## config.mk

```make
export PLATFORM = sky130hd
export DESIGN_NAME = bptc_queue
export DESIGN_NICKNAME = d
export VERILOG_FILES = /design/src/bptc_pkg.sv /design/src/bptc_queue.sv
export SDC_FILE = /design/constraint.sdc
export NUM_CORES = 1
export LEC_CHECK = 0
export BUFFER_PORTS_ARGS = -buffer_cell sky130_fd_sc_hd__buf_2
export CELL_PAD_IN_SITES_DETAIL_PLACEMENT = 0
export CELL_PAD_IN_SITES_GLOBAL_PLACEMENT = 1
export CORE_UTILIZATION = 45
export DETAILED_ROUTE_END_ITERATION = 10
export PLACE_DENSITY_LB_ADDON = 0.1
export SYNTH_ARGS = -nofsm -noshare
export SYNTH_HDL_FRONTEND = slang
export SYNTH_SLANG_ARGS = --single-unit
```

## constraint.sdc

```tcl
create_clock -name i_clk -period 3.2 [get_ports i_clk]
set_clock_uncertainty 0.2 [all_clocks]
set_input_delay 0.64 -clock i_clk [delete_from_list [all_inputs] [get_ports i_clk]]
set_output_delay 0.64 -clock i_clk [all_outputs]
set_load 0.1 [all_outputs]
```

## src/bptc_pkg.sv

```systemverilog
package bptc_pkg;

    // Field and calibration widths.
    localparam int RAW_W      = 24;
    localparam int CAL_W      = 16;
    localparam int CFG_IDX_W  = 3;
    localparam int PRESS_W    = 32;
    localparam int TEMP_OUT_W = 19;

    // Internal datapath widths, sized to the value ranges of each term.
    localparam int DT_W       = RAW_W + 1;
    localparam int TEMP_W     = TEMP_OUT_W + 1;
    localparam int PROD6_W    = DT_W + CAL_W + 1;
    localparam int DD_W       = 2 * DT_W;
    localparam int SQ_W       = 2 * TEMP_W;
    localparam int COR_W      = 41;
    localparam int PL_W       = 2 * RAW_W;
    localparam int SENS_HI_W  = COR_W - RAW_W;
    localparam int PH_W       = RAW_W + 1 + SENS_HI_W;
    localparam int X_W        = PH_W + RAW_W;
    localparam int Y_W        = 46;

    // Scaling shifts of the compensation formulas.
    localparam int C5_SHIFT   = 8;
    localparam int TEMP_SHIFT = 23;
    localparam int C2_SHIFT   = 17;
    localparam int C1_SHIFT   = 16;
    localparam int OFF_SHIFT  = 6;
    localparam int SENS_SHIFT = 7;
    localparam int TI_SHIFT   = 31;
    localparam int P1_SHIFT   = 21;
    localparam int P2_SHIFT   = 15;

    // Default depth of the queue between front and back.
    localparam int QUEUE_DEPTH_DEF = 4;

    // Temperature thresholds in 0.01 C.
    localparam logic signed [TEMP_W-1:0] TEMP_REF  = 20'sd2000;
    localparam logic signed [TEMP_W-1:0] TEMP_COLD = -20'sd1500;

    // Calibration register indexes.
    localparam logic [CFG_IDX_W-1:0] CFG_C1 = 3'd0;
    localparam logic [CFG_IDX_W-1:0] CFG_C2 = 3'd1;
    localparam logic [CFG_IDX_W-1:0] CFG_C3 = 3'd2;
    localparam logic [CFG_IDX_W-1:0] CFG_C4 = 3'd3;
    localparam logic [CFG_IDX_W-1:0] CFG_C5 = 3'd4;
    localparam logic [CFG_IDX_W-1:0] CFG_C6 = 3'd5;

    // Temperature band that selects the second-order correction.
    typedef enum logic [1:0] {
        BAND_NORMAL,
        BAND_COLD,
        BAND_VERY_COLD
    } t_band;

    typedef struct packed {
        logic [CAL_W-1:0] c1;
        logic [CAL_W-1:0] c2;
        logic [CAL_W-1:0] c3;
        logic [CAL_W-1:0] c4;
        logic [CAL_W-1:0] c5;
        logic [CAL_W-1:0] c6;
    } t_cal;

    // One classified sample handed from the front to the back.
    typedef struct packed {
        logic [RAW_W-1:0]         d1;
        logic signed [DT_W-1:0]   dt;
        logic signed [TEMP_W-1:0] temp1;
        t_band                    band;
    } t_item;

endpackage

```

## src/bptc_queue.sv

```systemverilog
module bptc_queue import bptc_pkg::*; #(
    parameter int DEPTH = QUEUE_DEPTH_DEF
) (
    input  logic  i_clk,
    input  logic  i_rst_n,
    input  logic  i_valid,
    output logic  o_stall,
    input  t_item i_item,
    output logic  o_valid,
    input  logic  i_stall,
    output t_item o_item
);

    localparam int PTR_W = $clog2(DEPTH);
    localparam int CNT_W = $clog2(DEPTH + 1);
    localparam logic [PTR_W-1:0] LAST_PTR = PTR_W'(DEPTH - 1);
    localparam logic [CNT_W-1:0] FULL_CNT = CNT_W'(DEPTH);

    t_item              r_mem [DEPTH];
    logic [PTR_W-1:0]   r_wr_ptr;
    logic [PTR_W-1:0]   r_rd_ptr;
    logic [CNT_W-1:0]   r_count;
    logic [PTR_W-1:0]   n_wr_ptr;
    logic [PTR_W-1:0]   n_rd_ptr;
    logic [CNT_W-1:0]   n_count;
    logic               push;
    logic               pop;

    assign o_stall = (r_count == FULL_CNT);
    assign o_valid = (r_count != '0);
    assign o_item  = r_mem[r_rd_ptr];
    assign push    = i_valid && !o_stall;
    assign pop     = o_valid && !i_stall;

    // Pointer wrap and occupancy update.
    always_comb begin
        n_wr_ptr = r_wr_ptr;
        n_rd_ptr = r_rd_ptr;
        n_count  = r_count;
        if (push) begin
            n_wr_ptr = (r_wr_ptr == LAST_PTR) ? '0 : r_wr_ptr + 1'b1;
        end
        if (pop) begin
            n_rd_ptr = (r_rd_ptr == LAST_PTR) ? '0 : r_rd_ptr + 1'b1;
        end
        if (push && !pop) begin
            n_count = r_count + 1'b1;
        end else if (pop && !push) begin
            n_count = r_count - 1'b1;
        end
    end

    always_ff @(posedge i_clk) begin
        if (!i_rst_n) begin
            r_wr_ptr <= '0;
            r_rd_ptr <= '0;
            r_count  <= '0;
        end else begin
            r_wr_ptr <= n_wr_ptr;
            r_rd_ptr <= n_rd_ptr;
            r_count  <= n_count;
        end
    end

    always_ff @(posedge i_clk) begin
        if (push) begin
            r_mem[r_wr_ptr] <= i_item;
        end
    end

endmodule

```

==> results by group <==
Status
  – Run status: complete, no violations

Min path
  – Worst Hold Launch: i_item[0]
  – Hold path cells: 1
  – Hold crit path type: in -> reg
  – Hold EP: r_mem[3][0]

STA
  – Least-Margin Pin Slew: 0.541 ns
  – Final Slew Violations: 0
  – # setup viols final: 0
  – Hold Fails Final Rpt: 0
  – Setup slack after layout: 0.179 ns
  – RSZ-0062 raised after global routing: no
  – Clock period minus final worst setup slack: ~3.0 ns
  – Rel. slew slack: between 60% and 70%
  – Max Clk Rate: 0.331 GHz
  – Fin Setup TNS: 0 ns
  – Period utilisation layout: 94.4%

GRT
  – Largest net degree at the start of global routing: 52
  – Vias in the first global route: 5312
  – Global-route wire length before repair: 29.7 mm
  – GRT Total Usage: 16.2%
  – Gr ovfl total: 0
  – Initial antenna violation count: 3

Floorplan
  – Die Height: 157 um
  – Die area: 24600 um2
  – Die width: 157 um
  – Core area: 23500 um2
  – Std-Cell Rows: 56
  – Initial Utilization: 45.9%
  – I/O pin cnt: around 150

Synthesis
  – Mapped Cells: 423
  – Mapped Area: approximately 11000 um2
  – Mean Syn Cell Area: 25.5 um2
  – Sequential-to-total area share from yosys stat: 80.6%
  – Net Count, Synth: 505
  – Synth Register Bits: ~290
  – Synth Warn #: 0
  – Post-synth cell types: 26

Placed design
  – Post-DP HPWL: 11.5 mm
  – Placement Setup Slack: 0.573 ns
  – GP Congestion: 0.691
  – PortBufs: 147

CTS
  – # hold bufs at CTS: 0
  – CTS resizes: 0
  – CTS tree: done
  – CTS H-tree lvls: 1
  – CTS Buf Count: 30
  – Num Clock Sinks: slightly below 300
  – Post-CTS setup buffer count: 0
  – Clock latency on the worst-skew pair: 0.54 ns
  – Clock root cell: clkbuf_16
  – CTS max path bufs: 3
  – Clock transition at path regs: 0.06 ns

Detailed routing
  – Starting DRT DRC Count: 256
  – WL per Instance: 20.2 um
  – ANT nets after route: 0
  – Post-DR vias/cell: about 5.1
  – Total Wirelength: 19.1 mm
  – Routed vias: 4777
  – Pre-antenna DRT Iters: 4
  – Residual DRC: 0

Setup path
  – R2r startpoint: r_count[0]
  – Crit path max fanout: 51
  – Flop-to-flop setup slack: roughly 0.57 ns
  – Critical Path Source Type: flip-flop
  – Reg2reg end: r_count[2]
  – Crit. End Element: primary output
  – Reg2reg path depth: 8
  – CP Class: reg -> out
  – CP cell instances: buf_12 > mux4_2 > buf_2
  – Critical Path AT: 2.18 ns
  – Max stage delay on crit path: 0.58 ns
  – Slowest-stage cell, CP: mux4_2
  – Worst endpoint required time: 2.36 ns

Final layout
  – Share of cells above drive strength 1: 47.1%
  – Layout net count: 680
  – Commonest non-fill, non-tap cell in the layout: edfxtp_1
  – Most frequent cells in the layout: 284 x edfxtp_1, 147 x buf_2, 70 x mux4_2, 31 x clkbuf_16, 8 x clkbuf_8
  – Layout area overhead: 20.4%

Flow run
  – Maxcap violations: 0
## stage by stage
step / std cells / area [um2] / hold WS [ns] / util, %
2_1_floorplan: 423 / 10800 / 0.268 / -
3_3_place_gp: 885 / 12000 / 0.284 / 50.8
3_5_place_dp: 885 / 12000 / 0.315 / 50.8
4_1_cts: 941 / 13000 / 0.0912 / 55.2
5_1_grt: 941 / 13000 / 0.0960 / 55.2
6_report: 943 / 13000 / 0.113 / 55.2
## area by class of cell
type	count	area [um2]
Clock inverter	16	150
Sequential cell	293	8720
Tap cell	319	399
Multi-Input combinational cell	108	1900
Inverter	4	15.0
Timing Repair Buffer	161	928
Antenna cell	2	5.00
Clock buffer	40	890
Fill cell	1812	10500
## worst max-delay path by stage
stage	from	end
finish	flip-flop	o_item[23]
global route	flip-flop	o_item[23]
CTS	flip-flop	o_item[35]
detailed placement	r_count[0]	r_count[2]
global placement	r_count[1]	r_count[2]
floorplan	r_count[1]	r_count[2]
## worst max-delay path: cells and delay by family, from the launching register on
family / cells / cell delay (ns)
buffers and inverters: 2 / 0.67
DFF: 1 / 0.35
muxes: 1 / 0.58
## metal layers
metal / track usage [%] / wire (um) / up-vias
li1: - / - / 2157
met1: 20.6 / 7960 / 2480
met2: 27.8 / 9690 / 105
met3: 4.19 / 1060 / 33
met4: 3.83 / 354 / 2
met5: 0 / 8 / -
## synthesized netlist by cell type
library cell	instances	share of area (%)
or2_2	1	0.058
buf_6	1	0.10
o21ai_0	3	0.14
xnor2_1	1	0.081
nor2b_1	2	0.12
nor2_1	2	0.070
fa_1	1	0.19
or3_1	1	0.058
nand2_1	6	0.21
xor2_1	1	0.081
inv_1	4	0.14
nor3b_1	1	0.070
o211ai_1	2	0.14
mux2i_1	3	0.28
dfxtp_1	9	1.7
nor3_1	1	0.046
mux4_2	70	15
clkbuf_1	1	0.035
edfxtp_1	284	79
ha_1	6	0.69
mux4_1	1	0.24
a21boi_0	1	0.070
buf_12	7	1.3
buf_1	1	0.035
and2_1	5	0.29
buf_2	8	0.37
## cell families (layout without fill, tap and decap cells)
kind of cell    after synthesis  after routing  share of synthesized area (%)
fa+ha+maj                     7              7                          0.880
other cells                   0              2                              0
xor+xnor                      2              2                          0.162
flops                       293            293                           80.6
mux                          74             74                           15.1
buf+inv                      22            221                           1.98
simple gates                 19             19                          0.915
compound gates                6              6                          0.347
## registers in the layout, summed over array words and instances (netlist names), named ones only
register and flops:
r_count 3, r_mem 284, r_rd_ptr 2, r_wr_ptr 2
Power is not shown: default switching activity piles up to over one toggle a cycle in this logic, so the estimate is an artifact.
