--- config.mk ---
export PLATFORM = sky130hd
export DESIGN_NAME = bptc_front
export DESIGN_NICKNAME = d
export VERILOG_FILES = /design/src/bptc_pkg.sv /design/src/bptc_front.sv
export SDC_FILE = /design/constraint.sdc
export NUM_CORES = 1
export LEC_CHECK = 0
export CAP_MARGIN = 20
export CELL_PAD_IN_SITES_DETAIL_PLACEMENT = 0
export CELL_PAD_IN_SITES_GLOBAL_PLACEMENT = 1
export CORE_AREA = 2 2 228 174
export DETAILED_ROUTE_END_ITERATION = 10
export DIE_AREA = 0 0 230 176
export DONT_BUFFER_PORTS = 1
export GPL_TIMING_DRIVEN = 0
export HOLD_SLACK_MARGIN = 0.02
export PLACE_DENSITY = 0.87
export SLEW_MARGIN = 15
export SYNTH_ARGS = -nofsm -noshare
export SYNTH_HDL_FRONTEND = slang
export SYNTH_SLANG_ARGS = --single-unit
--- constraint.sdc ---
create_clock -name i_clk -period 11.65 [get_ports i_clk]
set_input_delay 0 -clock i_clk [delete_from_list [all_inputs] [get_ports i_clk]]
set_output_delay 0 -clock i_clk [all_outputs]
set_load 0.01 [all_outputs]
--- src/bptc_pkg.sv ---
package bptc_pkg;

    // Field and calibration widths.
    localparam int RAW_W      = 24;
    localparam int CAL_W      = 16;
    localparam int CFG_IDX_W  = 3;
    localparam int PRESS_W    = 32;
    localparam int TEMP_OUT_W = 19;

    // Internal datapath widths, sized to the value ranges of each term.
    localparam int DT_W       = RAW_W + 1;
    localparam int TEMP_W     = TEMP_OUT_W + 1;
    localparam int PROD6_W    = DT_W + CAL_W + 1;
    localparam int DD_W       = 2 * DT_W;
    localparam int SQ_W       = 2 * TEMP_W;
    localparam int COR_W      = 41;
    localparam int PL_W       = 2 * RAW_W;
    localparam int SENS_HI_W  = COR_W - RAW_W;
    localparam int PH_W       = RAW_W + 1 + SENS_HI_W;
    localparam int X_W        = PH_W + RAW_W;
    localparam int Y_W        = 46;

    // Scaling shifts of the compensation formulas.
    localparam int C5_SHIFT   = 8;
    localparam int TEMP_SHIFT = 23;
    localparam int C2_SHIFT   = 17;
    localparam int C1_SHIFT   = 16;
    localparam int OFF_SHIFT  = 6;
    localparam int SENS_SHIFT = 7;
    localparam int TI_SHIFT   = 31;
    localparam int P1_SHIFT   = 21;
    localparam int P2_SHIFT   = 15;

    // Default depth of the queue between front and back.
    localparam int QUEUE_DEPTH_DEF = 4;

    // Temperature thresholds in 0.01 C.
    localparam logic signed [TEMP_W-1:0] TEMP_REF  = 20'sd2000;
    localparam logic signed [TEMP_W-1:0] TEMP_COLD = -20'sd1500;

    // Calibration register indexes.
    localparam logic [CFG_IDX_W-1:0] CFG_C1 = 3'd0;
    localparam logic [CFG_IDX_W-1:0] CFG_C2 = 3'd1;
    localparam logic [CFG_IDX_W-1:0] CFG_C3 = 3'd2;
    localparam logic [CFG_IDX_W-1:0] CFG_C4 = 3'd3;
    localparam logic [CFG_IDX_W-1:0] CFG_C5 = 3'd4;
    localparam logic [CFG_IDX_W-1:0] CFG_C6 = 3'd5;

    // Temperature band that selects the second-order correction.
    typedef enum logic [1:0] {
        BAND_NORMAL,
        BAND_COLD,
        BAND_VERY_COLD
    } t_band;

    typedef struct packed {
        logic [CAL_W-1:0] c1;
        logic [CAL_W-1:0] c2;
        logic [CAL_W-1:0] c3;
        logic [CAL_W-1:0] c4;
        logic [CAL_W-1:0] c5;
        logic [CAL_W-1:0] c6;
    } t_cal;

    // One classified sample handed from the front to the back.
    typedef struct packed {
        logic [RAW_W-1:0]         d1;
        logic signed [DT_W-1:0]   dt;
        logic signed [TEMP_W-1:0] temp1;
        t_band                    band;
    } t_item;

endpackage

--- src/bptc_front.sv ---
module bptc_front import bptc_pkg::*; (
    input  logic             i_clk,
    input  logic             i_rst_n,
    input  logic             i_valid,
    output logic             o_stall,
    input  logic [RAW_W-1:0] i_raw_pressure,
    input  logic [RAW_W-1:0] i_raw_temperature,
    input  t_cal             i_cal,
    output logic             o_valid,
    input  logic             i_stall,
    output t_item            o_item
);

    localparam logic signed [PROD6_W-1:0] TEMP_BIAS =
        $signed({{(PROD6_W-TEMP_SHIFT){1'b0}}, {TEMP_SHIFT{1'b1}}});

    logic                       r_f1_v;
    logic                       r_f2_v;
    logic [RAW_W-1:0]           r_f1_d1;
    logic [RAW_W-1:0]           r_f2_d1;
    logic signed [DT_W-1:0]     r_f1_dt;
    logic signed [DT_W-1:0]     r_f2_dt;
    logic signed [PROD6_W-1:0]  r_f2_prod;

    logic                       f1_rdy;
    logic                       f2_rdy;
    logic signed [DT_W-1:0]     n_f1_dt;
    logic signed [CAL_W:0]      c6_s;
    logic signed [PROD6_W-1:0]  n_f2_prod;
    logic signed [PROD6_W-1:0]  prod_biased;
    logic signed [PROD6_W-1:0]  prod_quot;
    logic signed [TEMP_W-1:0]   temp1;
    t_band                      band;

    // Each stage loads when it is empty or its successor moves on.
    assign f2_rdy  = !r_f2_v || !i_stall;
    assign f1_rdy  = !r_f1_v || f2_rdy;
    assign o_stall = !f1_rdy;

    // Stage 1: difference to the reference temperature.
    assign n_f1_dt = $signed({1'b0, i_raw_temperature})
                   - $signed({1'b0, i_cal.c5, {C5_SHIFT{1'b0}}});

    // Stage 2: dT times the temperature coefficient.
    assign c6_s      = $signed({1'b0, i_cal.c6});
    assign n_f2_prod = r_f1_dt * c6_s;

    always_ff @(posedge i_clk) begin
        if (!i_rst_n) begin
            r_f1_v <= 1'b0;
            r_f2_v <= 1'b0;
        end else begin
            if (f1_rdy) begin
                r_f1_v <= i_valid;
            end
            if (f2_rdy) begin
                r_f2_v <= r_f1_v;
            end
        end
    end

    always_ff @(posedge i_clk) begin
        if (f1_rdy) begin
            r_f1_d1 <= i_raw_pressure;
            r_f1_dt <= n_f1_dt;
        end
        if (f2_rdy) begin
            r_f2_d1   <= r_f1_d1;
            r_f2_dt   <= r_f1_dt;
            r_f2_prod <= n_f2_prod;
        end
    end

    // First-order temperature, with the division truncating toward zero.
    assign prod_biased = r_f2_prod + (r_f2_prod[PROD6_W-1] ? TEMP_BIAS : '0);
    assign prod_quot   = prod_biased >>> TEMP_SHIFT;
    assign temp1       = TEMP_W'(prod_quot) + TEMP_REF;

    // Classify the sample by which correction the back must apply.
    always_comb begin
        priority if (temp1 < TEMP_COLD) begin
            band = BAND_VERY_COLD;
        end else if (temp1 < TEMP_REF) begin
            band = BAND_COLD;
        end else begin
            band = BAND_NORMAL;
        end
    end

    assign o_valid      = r_f2_v;
    assign o_item.d1    = r_f2_d1;
    assign o_item.dt    = r_f2_dt;
    assign o_item.temp1 = temp1;
    assign o_item.band  = band;

endmodule

==> results.md, run 1 <==
- Synthesized area per cell: 9.89 µm²
- Final wirelength: 58.0 mm
- Final Hold Viols: 0
- Register area: 4240 µm²
- CTS clock-pin slew for the worst setup and hold paths: 0.07 ns
- Total Nets Final: 2915
- Worst skew pair latency: 0.48 ns
- Fillers: 3222
- Reg-to-Reg End: r_f2_prod[39]$_DFFE_PP_
- Die width: 230 µm
- Setup CP Type: reg -> reg
- Ys flop type: edfxtp_1
- Slowest stage delay, CP: 0.72 ns
- Hold_sp: i_cal[22]
- Starting DRT DRC Count: 1089
- CP arrival: 8.39 ns
- Reg-to-reg slack, setup: 3.47 ns
- Largest net degree at the start of global routing: 59
- Part of the cycle the worst path needs: 70.2%
- Outcome: completed
- CTS tree: built
- Total congestion overflow: 0
- DRT antenna net count: 0
- Post-route setup TNS: 0 ns
- Maxcap violations: 0
- Final Critical Period: 8.18 ns
- Die Ht: 176 µm
- Post-synth EDFFs: 140
- I/O Buffers: 0
- First-pass GRT wire length: 90.4 mm
- Max FO, Critical Path: 10
- Placeable Area: 38000 µm²
- CP top delay family: adder cells
- Critical R2R Launch: r_f1_dt[16]$_DFFE_PN_
- Tot GR Track Use: 30.0%
- CTS sink count: 142
- Postcts setup bufs: 0
- Row count: 62
- Mapped Area: 21100 µm²
- Hold crit path type: in -> reg
- WP buf/inv: 4
- CTS Buffer Depth: 2
- Dpl hpwl: 46.0 mm
- Drt first pass iters: 5
- Crit path cell chain: clkbuf_1 > nand2_1 > fa_1 > fa_1 > fa_1 > inv_1 > fa_1 > fa_1 > inv_1 > fa_1 > inv_1 > ha_1 > a21o_1 > a21o_1 > a21oi_1 > o221ai_1 > o31ai_1 > o221ai_1 > o41ai_1 > o21ai_0 > nand4_1 > nand3_1 > o21ai_0 > a22oi_1
- Reg2reg path depth: 24
- Total CTS buffers: 17
- Dpl ws: 3.67 ns
- Clock Skews: 0.0218 ns
- CTS H-Tree Depth: 4
- Seq/Total Area, Yosys: 20.1%
- Yosys cell types: 81
- IO Pins: 221
- Starting Density: 55.5%
- Initial antenna violation count: 1
- Fmax: 0.122 GHz
- Multi-input gate area: 14700 µm²
- Yosys warns: 0
- Placer Congestion: 0.992
- Via density: 5.44
- Flops & latches, synth: 142
- Synth async-reset ratio: 0%
- Setup crit start kind: flip-flop
- Slew of the pin with the lowest slew margin: 1.05 ns
- Worst path most repeated cell: fa_1
- Worst Path Required: 11.85 ns
- Hold EP: r_f1_dt[15]$_DFFE_PN_
- Finish-stage setup viols: 0
- Die area: 40500 µm²
- Via Count: 15000
- Wirelength per Cell: 21.0 µm
- Cell count after synthesis: 2133
- Syn_nets: 2817
- CP max stage cell: fa_1
- Slew Limit Fails: 0
- Hold path depth: 6
- CTS Root Cell: clkbuf_16
- Most common cell after layout, fill and taps aside: inv_1
- CP endpoint kind: flip-flop
- Drc violations: 0
- Most frequent cells in the layout: 517 x inv_1, 392 x fa_1, 283 x nand2_1
- Fraction of final layout cells with drive strength greater than 1: 3.12%
- Final worst slack: 3.47 ns
- Slew headroom: 29.8%
- Vias in the first global route: 16000
- Setup repair after global routing missed its margin: false
- Area Growth Syn to Fin: 9.84%
cells in the mapped netlist (6+ instances only):
master / n / area, µm²
inv_1: 517 / 1940
fa_1: 392 / 7850
nand2_1: 284 / 1070
and2_1: 170 / 1060
ha_1: 144 / 1800
edfxtp_1: 140 / 4200
clkbuf_1: 60 / 225
nor2_1: 52 / 195
xnor2_1: 46 / 403
a21oi_1: 45 / 225
a21o_1: 32 / 240
o21ai_0: 31 / 155
xor2_1: 22 / 193
nand3_1: 21 / 105
o21a_1: 12 / 90.1
nand4_1: 11 / 68.8
nor2b_1: 10 / 62.6
nor3_1: 10 / 50.1
a21boi_0: 8 / 60.1
nand2b_1: 8 / 50.1
a31oi_1: 7 / 43.8
or3_1: 7 / 43.8
and3_1: 6 / 37.5
o211ai_1: 6 / 45.0
o31ai_1: 6 / 45.0
layout make-up:
| type | count | share of cell area (%) |
|---|---|---|
| Antenna cell | 2 | 0.0216 |
| Buffer | 64 | 1.11 |
| Clock buffer | 17 | 1.84 |
| Clock inverter | 15 | 0.718 |
| Inverter | 517 | 8.37 |
| Multi-Input combinational cell | 1410 | 63.3 |
| Sequential cell | 142 | 18.3 |
| Tap cell | 512 | 2.76 |
| Timing Repair Buffer | 79 | 3.53 |
kinds of logic after synthesis:
| kind of cell | Yosys count | share of synthesized area [%] |
|---|---|---|
| fa+ha+maj | 536 | 45.7 |
| xor+xnor | 70 | 3.03 |
| flops | 142 | 20.1 |
| compound gates | 198 | 6.59 |
| simple gates | 603 | 14.0 |
| buf+inv | 581 | 10.4 |
| mux | 3 | 0.160 |
timing repair:
action	4_1_cts	5_1_grt
resized for setup	0	0
hold buffers	77	0
endpoints found under the hold margin	75	0
sequential cells by signal (all words and copies together) (netlist names):
| name | flops |
|---|---|
| r_f2_prod | 42 |
| r_f1_d1 | 24 |
| o_valid | 1 |
| r_f2_dt | 25 |
| r_f2_d1 | 24 |
| r_f1_v | 1 |
| r_f1_dt | 25 |
per-stage QoR:
stage	area (µm²)	util [%]	std cells	hold slack, ns
after floorplan	21100	-	2133	0.0989
after global placement	21700	57.2	2645	0.0989
after CTS	23200	61.0	2756	0.0228
after global routing	23200	61.0	2756	0.0732
after detailed placement	21800	57.4	2647	0.0989
final	23200	61.0	2758	0.0517
worst reg2reg max path, cell delays in order, from the launching register on:
cell	delay [ns]
edfxtp_1	0.64
clkbuf_1	0.59
nand2_1	0.18
fa_1	0.72
fa_1	0.46
fa_1	0.51
inv_1	0.06
fa_1	0.50
fa_1	0.49
inv_1	0.05
fa_1	0.54
inv_1	0.07
ha_1	0.35
a21o_1	0.22
a21o_1	0.17
a21oi_1	0.17
o221ai_1	0.15
o31ai_1	0.44
o221ai_1	0.22
o41ai_1	0.49
o21ai_0	0.35
nand4_1	0.19
nand3_1	0.12
o21ai_0	0.16
a22oi_1	0.09
per-layer routing:
layer  wire, µm  GRT usage (%)
met1      25600           42.5
met2      25800           46.5
met3       5930           8.51
met4        640           6.16
met5          0              0
how the worst max path moves through the flow:
stage | startpoint | cells past startpoint | to | slack [ns]
2_1_floorplan | r_f1_dt[20]$_DFFE_PN_ | 24 | r_f2_prod[38]$_DFFE_PP_ | 5.01
3_3_place_gp | r_f1_dt[16]$_DFFE_PN_ | 24 | r_f2_prod[39]$_DFFE_PP_ | 3.74
3_5_place_dp | r_f1_dt[15]$_DFFE_PN_ | 24 | r_f2_prod[39]$_DFFE_PP_ | 3.67
4_1_cts | r_f1_dt[15]$_DFFE_PN_ | 24 | r_f2_prod[39]$_DFFE_PP_ | 3.64
5_1_grt | r_f1_dt[15]$_DFFE_PN_ | 24 | r_f2_prod[39]$_DFFE_PP_ | 3.10
6_report | r_f1_dt[16]$_DFFE_PN_ | 24 | r_f2_prod[39]$_DFFE_PP_ | 3.47
Power of run 1 is not shown: default switching activity piles up to over one toggle a cycle in this logic, so the estimate is an artifact.
==> inputs of run 2 (changes only) <==
--- a/config.mk
+++ b/config.mk
@@ -5,16 +5,17 @@
 export SDC_FILE = /design/constraint.sdc
 export NUM_CORES = 1
 export LEC_CHECK = 0
+export ABC_AREA = 1
 export CAP_MARGIN = 20
 export CELL_PAD_IN_SITES_DETAIL_PLACEMENT = 0
 export CELL_PAD_IN_SITES_GLOBAL_PLACEMENT = 1
-export CORE_AREA = 2 2 228 174
+export CORE_AREA = 2 2 250 190
 export DETAILED_ROUTE_END_ITERATION = 10
-export DIE_AREA = 0 0 230 176
+export DIE_AREA = 0 0 252 192
 export DONT_BUFFER_PORTS = 1
 export GPL_TIMING_DRIVEN = 0
 export HOLD_SLACK_MARGIN = 0.02
-export PLACE_DENSITY = 0.87
+export PLACE_DENSITY = 0.82
 export SLEW_MARGIN = 15
 export SYNTH_ARGS = -nofsm -noshare
 export SYNTH_HDL_FRONTEND = slang
==> constraint.sdc (replaced) <==
create_clock -name i_clk -period 8.6 [get_ports i_clk]
set_input_delay 0 -clock i_clk [delete_from_list [all_inputs] [get_ports i_clk]]
set_output_delay 0 -clock i_clk [all_outputs]
set_load 0.01 [all_outputs]
==> results.md, run 2 <==
- Slew Limit Fails: 0 (unchanged)
- Initial antenna violation count: 0 (was 1)
- Setup repair after global routing missed its margin: false (unchanged)
- Placer Congestion: 0.940 (was 0.992)
- Area Growth Syn to Fin: 9.19% (was 9.84%)
- Slew headroom: 36.2% (was 29.8%)
- CTS clock-pin slew for the worst setup and hold paths: 0.08 ns (was 0.07 ns)
- Placeable Area: 45800 µm² (was 38000 µm²)
- Die Ht: 192 µm (was 176 µm)
- Synth async-reset ratio: 0% (unchanged)
- Via Count: 17600 (was 15000)
- Biggest regs: r_f2_prod: 42 flops, r_f1_dt: 25 flops, r_f2_dt: 25 flops (unchanged)
- Outcome: completed (unchanged)
- Drc violations: 0 (unchanged)
- Setup crit start kind: flip-flop (unchanged)
- DRT antenna net count: 0 (unchanged)
- CTS Root Cell: clkbuf_16 (unchanged)
- Vias in the first global route: 18500 (was 16000)
- Max FO, Critical Path: 10 (unchanged)
- Dpl hpwl: 50.8 mm (was 46.0 mm)
- Post-route setup TNS: 0 ns (unchanged)
- Final Critical Period: 7.52 ns (was 8.18 ns)
- Total congestion overflow: 0 (unchanged)
- Yosys cell types: 40 (was 81)
- Die width: 252 µm (was 230 µm)
- Total Nets Final: 3567 (was 2915)
- Top post-synthesis cells by area: fa_1 34%, edfxtp_1 18%, inv_1 14% (was fa_1 37%, edfxtp_1 20%, inv_1 9.2%)
- Starting Density: 49.7% (was 55.5%)
- Mapped Area: 22800 µm² (was 21100 µm²)
- CTS Buffer Depth: 2 (unchanged)
- Total CTS buffers: 17 (unchanged)
- Ys flop type: edfxtp_1 (unchanged)
- Wirelength per Cell: 17.3 µm (was 21.0 µm)
- Die area: 48400 µm² (was 40500 µm²)
- Most common cell after layout, fill and taps aside: inv_1 (unchanged)
- Post-CTS sizing: 0 (unchanged)
- Largest net degree at the start of global routing: 50 (was 59)
- Finish-stage setup viols: 0 (unchanged)
- Starting DRT DRC Count: 1356 (was 1089)
- CP arrival: 7.74 ns (was 8.39 ns)
- IO Pins: 221 (unchanged)
- Yosys warns: 0 (unchanged)
- Reg with most FFs: r_f2_prod (unchanged)
- Hold crit path type: in -> reg (unchanged)
- Final wirelength: 60.3 mm (was 58.0 mm)
- Top cell type's share of synthesized area: 34.5% (was 37.2%)
- Tot GR Track Use: 26.7% (was 30.0%)
- CTS H-Tree Depth: 4 (unchanged)
- Antenna cells: 0 (was 2)
- Row count: 68 (was 62)
- Max FFs per register: 42 (unchanged)
- Setup CP Type: reg -> reg (unchanged)
- CP endpoint kind: flip-flop (unchanged)
- Cell count after synthesis: 2798 (was 2133)
- First-pass GRT wire length: 98.7 mm (was 90.4 mm)
- Drt first pass iters: 5 (unchanged)
- Top-count cell post-synth: inv_1 (unchanged)
- Synth cell count leaders: 854 x inv_1, 721 x nand2_1, 392 x fa_1, 144 x ha_1, 140 x edfxtp_1 (was 517 x inv_1, 392 x fa_1, 284 x nand2_1, 170 x and2_1, 144 x ha_1)
- Part of the cycle the worst path needs: 87.5% (was 70.2%)
- Flops & latches, synth: 142 (unchanged)
- Post-synth EDFFs: 140 (unchanged)
- Fmax: 0.133 GHz (was 0.122 GHz)
- Worst skew pair latency: 0.48 ns (about the same)
- CTS sink count: 142 (unchanged)
- Fraction of final layout cells with drive strength greater than 1: 2.42% (was 3.12%)
- Clock Skews: 0.0259 ns (was 0.0218 ns)
- Most frequent cells in the layout: 853 x inv_1, 720 x nand2_1, 392 x fa_1 (was 517 x inv_1, 392 x fa_1, 283 x nand2_1)
- Seq/Total Area, Yosys: 18.7% (was 20.1%)
- I/O Buffers: 0 (unchanged)
- Slew of the pin with the lowest slew margin: 0.958 ns (was 1.05 ns)
- Worst Path Required: 8.82 ns (was 11.85 ns)
- Syn_nets: 3482 (was 2817)
- Via density: 5.04 (was 5.44)
- Final Hold Viols: 0 (unchanged)
- CTS tree: built (unchanged)
- Synthesized area per cell: 8.13 µm² (was 9.89 µm²)
- Area leader, netlist: fa_1 (unchanged)
- Maxcap violations: 0 (unchanged)
run 2: final timing paths:
path                                      startpoint                 endpoint  slack, ns  cells after the start
worst max register to register  r_f1_dt[7]$_DFFE_PN_  r_f2_prod[33]$_DFFE_PP_       1.08                     25
worst max-delay path            r_f1_dt[7]$_DFFE_PN_  r_f2_prod[33]$_DFFE_PP_       1.08                     25
worst min-delay path                       i_cal[28]    r_f1_dt[20]$_DFFE_PN_       0.04                      3
worst min register to register  r_f1_d1[4]$_DFFE_PN_     r_f2_d1[4]$_DFFE_PP_       0.42                      0
run 2: layout make-up:
class	count	area [µm²]
fillers	4342	20900
multi-input cells	1700	14900
flip-flops and latches	142	4240
inverters	858	3220
well taps	595	744
repair buffers	66	706
clock buffers	17	425
plain buffers	98	368
clock inverters	15	209
run 2: metal layers:
metal	share of wire [%]	up-vias	track usage, %
met1	45	8729	37.9
met5	0	-	0
met3	7.9	57	5.05
li1	-	8257	-
met4	1.3	0	5.01
met2	45	544	43.3
run 2: cells by family after synthesis:
family	synth area share (%)
flops	18.7
fa+ha+maj	42.4
compound gates	3.82
simple gates	16.8
buf+inv	15.8
xor+xnor	2.53
run 2: critical path: stages, from the launching register on:
cell and delay [ns]:
edfxtp_1 0.34, clkbuf_1 0.35, clkbuf_1 0.61, nand2_1 0.20, fa_1 0.58, inv_1 0.06
fa_1 0.50, inv_1 0.06, fa_1 0.58, inv_1 0.07, fa_1 0.46, fa_1 0.49
inv_1 0.05, fa_1 0.51, inv_1 0.06, ha_1 0.37, nand2_1 0.13, nor2_1 0.20
inv_1 0.08, o21ai_0 0.16, a31oi_1 0.09, o21ai_0 0.44, a21boi_0 0.23, o21ai_0 0.36
a21oi_1 0.15, xnor2_1 0.15
run 2: what timing repair did:
action,4_1_cts,5_1_grt
hold buffers,63,0
setup buffers,0,0
hold endpoints to repair,50,0
run 2: metrics by stage:
stage / hold slack, ns / cells / utilization [%] / setup slack [ns] / area [µm²]
after CTS: 0.0323 / 3490 / 54.2 / 1.16 / 24800
after floorplan: 0.0989 / 2798 / - / 2.51 / 22800
after global placement: 0.0989 / 3393 / 51.3 / 1.15 / 23500
after detailed placement: 0.0989 / 3395 / 51.5 / 1.20 / 23600
final: 0.0434 / 3491 / 54.3 / 1.08 / 24800
after global routing: 0.0666 / 3491 / 54.3 / 0.763 / 24800
Power of run 2 is left out for the same reason.
==> inputs of run 3 (changes only) <==
--- a/config.mk
+++ b/config.mk
@@ -13,7 +13,6 @@
 export DETAILED_ROUTE_END_ITERATION = 10
 export DIE_AREA = 0 0 252 192
 export DONT_BUFFER_PORTS = 1
-export GPL_TIMING_DRIVEN = 0
 export HOLD_SLACK_MARGIN = 0.02
 export PLACE_DENSITY = 0.82
 export SLEW_MARGIN = 15
==> results.md, run 3 (synthesis gave the netlist of run 2 again) <==
- Post-route setup TNS: 0 ns (unchanged)
- CTS sink count: 142 (unchanged)
- Setup CP Type: reg -> reg (unchanged)
- Row count: 68 (unchanged)
- Slew headroom: 30.5% (was 36.2%)
- Clock Skews: 0.0164 ns (was 0.0259 ns)
- Slew Limit Fails: 0 (unchanged)
- Biggest regs: r_f2_prod: 42 flops, r_f1_dt: 25 flops, r_f2_dt: 25 flops (unchanged)
- CP arrival: 7.21 ns (was 7.74 ns)
- Worst Path Required: 8.80 ns (was 8.82 ns)
- Post-CTS sizing: 0 (unchanged)
- Hold Slack: 0.0355 ns (was 0.0434 ns)
- Drt first pass iters: 5 (unchanged)
- CTS tree: built (unchanged)
- Antenna cells: 0 (unchanged)
- Slew of the pin with the lowest slew margin: 1.04 ns (was 0.958 ns)
- Outcome: completed (unchanged)
- Die Ht: 192 µm (unchanged)
- Final wirelength: 51.0 mm (was 60.3 mm)
- Fmax: 0.143 GHz (was 0.133 GHz)
- Final Critical Period: 7.00 ns (was 7.52 ns)
- Vias in the first global route: 18000 (was 18500)
- Fillers: 4263 (was 4342)
- First-pass GRT wire length: 89.1 mm (was 98.7 mm)
- Tot GR Track Use: 23.0% (was 26.7%)
- Area Growth Syn to Fin: 7.39% (was 9.19%)
- Starting Density: 49.7% (unchanged)
- Part of the cycle the worst path needs: 81.5% (was 87.5%)
- CP startpoint: r_f1_dt[7]$_DFFE_PN_ (unchanged)
- Maxcap violations: 0 (unchanged)
- Max FO, Critical Path: 17 (was 10)
- Register area: 4240 µm² (unchanged)
- CP endpoint kind: flip-flop (unchanged)
- Die width: 252 µm (unchanged)
- Finish-stage setup viols: 0 (unchanged)
- Dpl hpwl: 41.7 mm (was 50.8 mm)
- I/O Buffers: 0 (unchanged)
- Drc violations: 0 (unchanged)
- Via Count: 16700 (was 17600)
- CTS Buffer Depth: 2 (unchanged)
- Placer Congestion: 0.870 (was 0.940)
- CTS Root Cell: clkbuf_16 (unchanged)
- Max FFs per register: 42 (unchanged)
- Placeable Area: 45800 µm² (unchanged)
- Die area: 48400 µm² (unchanged)
- Multi-input gate area: 14900 µm² (unchanged)
- CTS clock-pin slew for the worst setup and hold paths: 0.08 ns (about the same)
- Postcts setup bufs: 0 (unchanged)
- Via density: 4.93 (was 5.04)
- Hold crit path type: in -> reg (unchanged)
- Hold_sp: i_cal[24] (was i_cal[28])
- Total CTS buffers: 17 (unchanged)
- Fraction of final layout cells with drive strength greater than 1: 2.46% (was 2.42%)
- Total Nets Final: 3471 (was 3567)
- IO Pins: 221 (unchanged)
- Wirelength per Cell: 15.0 µm (was 17.3 µm)
- Total congestion overflow: 0 (unchanged)
- Worst skew pair latency: 0.46 ns (was 0.48 ns)
- Most frequent cells in the layout: 853 x inv_1, 720 x nand2_1, 392 x fa_1 (unchanged)
- Setup repair after global routing missed its margin: false (unchanged)
- CTS H-Tree Depth: 4 (unchanged)
- Starting DRT DRC Count: 927 (was 1356)
- Reg with most FFs: r_f2_prod (unchanged)
- Final Hold Viols: 0 (unchanged)
- Initial antenna violation count: 0 (unchanged)
- Hold-fix buffers, CTS: 66 (was 63)
- Critical R2R Launch: r_f1_dt[7]$_DFFE_PN_ (unchanged)
- Largest net degree at the start of global routing: 71 (was 50)
- Most common cell after layout, fill and taps aside: inv_1 (unchanged)
- Setup crit start kind: flip-flop (unchanged)
- DRT antenna net count: 0 (unchanged)
[run 3: changes by cell type in the layout (fill, tap and decap cells not counted), sizes merged]
cell	delta
clkbuf	-98
clkinv	-4
dlygate4sd3	+3
clkinvlp	+2
inv	+2
buf	-1
[run 3: cell type report]
type / instances / area share, %
Clock buffer: 17 / 1.74
Clock inverter: 15 / 0.753
Tap cell: 595 / 3.05
Sequential cell: 142 / 17.4
Multi-Input combinational cell: 1700 / 61.1
Inverter: 858 / 13.2
Timing Repair Buffer: 68 / 2.82
[run 3: critical path, stage by stage (launching register included)]
cell      delay, ns
edfxtp_1       0.88
nand2_1        0.18
fa_1           0.57
inv_1          0.05
fa_1           0.50
inv_1          0.06
fa_1           0.53
inv_1          0.05
fa_1           0.49
fa_1           0.53
inv_1          0.06
fa_1           0.48
inv_1          0.04
ha_1           0.36
nand2_1        0.13
nor2_1         0.19
inv_1          0.08
o21ai_0        0.17
a31oi_1        0.09
o21ai_0        0.41
a21boi_0       0.22
o21ai_0        0.39
a21oi_1        0.15
xnor2_1        0.15
[run 3: worst paths after layout]
kind	to	slack (ns)	depth (start not counted)
min	r_f1_dt[16]$_DFFE_PN_	0.04	3
max reg2reg	r_f2_prod[33]$_DFFE_PP_	1.60	23
min reg2reg	r_f2_d1[9]$_DFFE_PP_	0.42	0
max	r_f2_prod[33]$_DFFE_PP_	1.60	23
[run 3: routing by layer]
layer	vias up	global-route usage (%)	wire length, µm
li1	8050	-	-
met1	8264	31.7	23800
met2	375	39.5	24400
met3	43	2.66	2190
met4	0	4.32	567
met5	-	0	0
[run 3: per-stage QoR]
| step | utilization (%) | instance area, µm² | instances | setup WS (ns) |
|---|---|---|---|---|
| floorplan | - | 22800 | 2798 | 2.51 |
| global placement | 50.6 | 23100 | 3296 | 1.78 |
| detailed placement | 50.6 | 23100 | 3296 | 1.70 |
| CTS | 53.3 | 24400 | 3394 | 1.66 |
| global route | 53.4 | 24400 | 3395 | 1.21 |
| finish | 53.4 | 24400 | 3395 | 1.60 |
Power of run 3 is left out for the same reason.
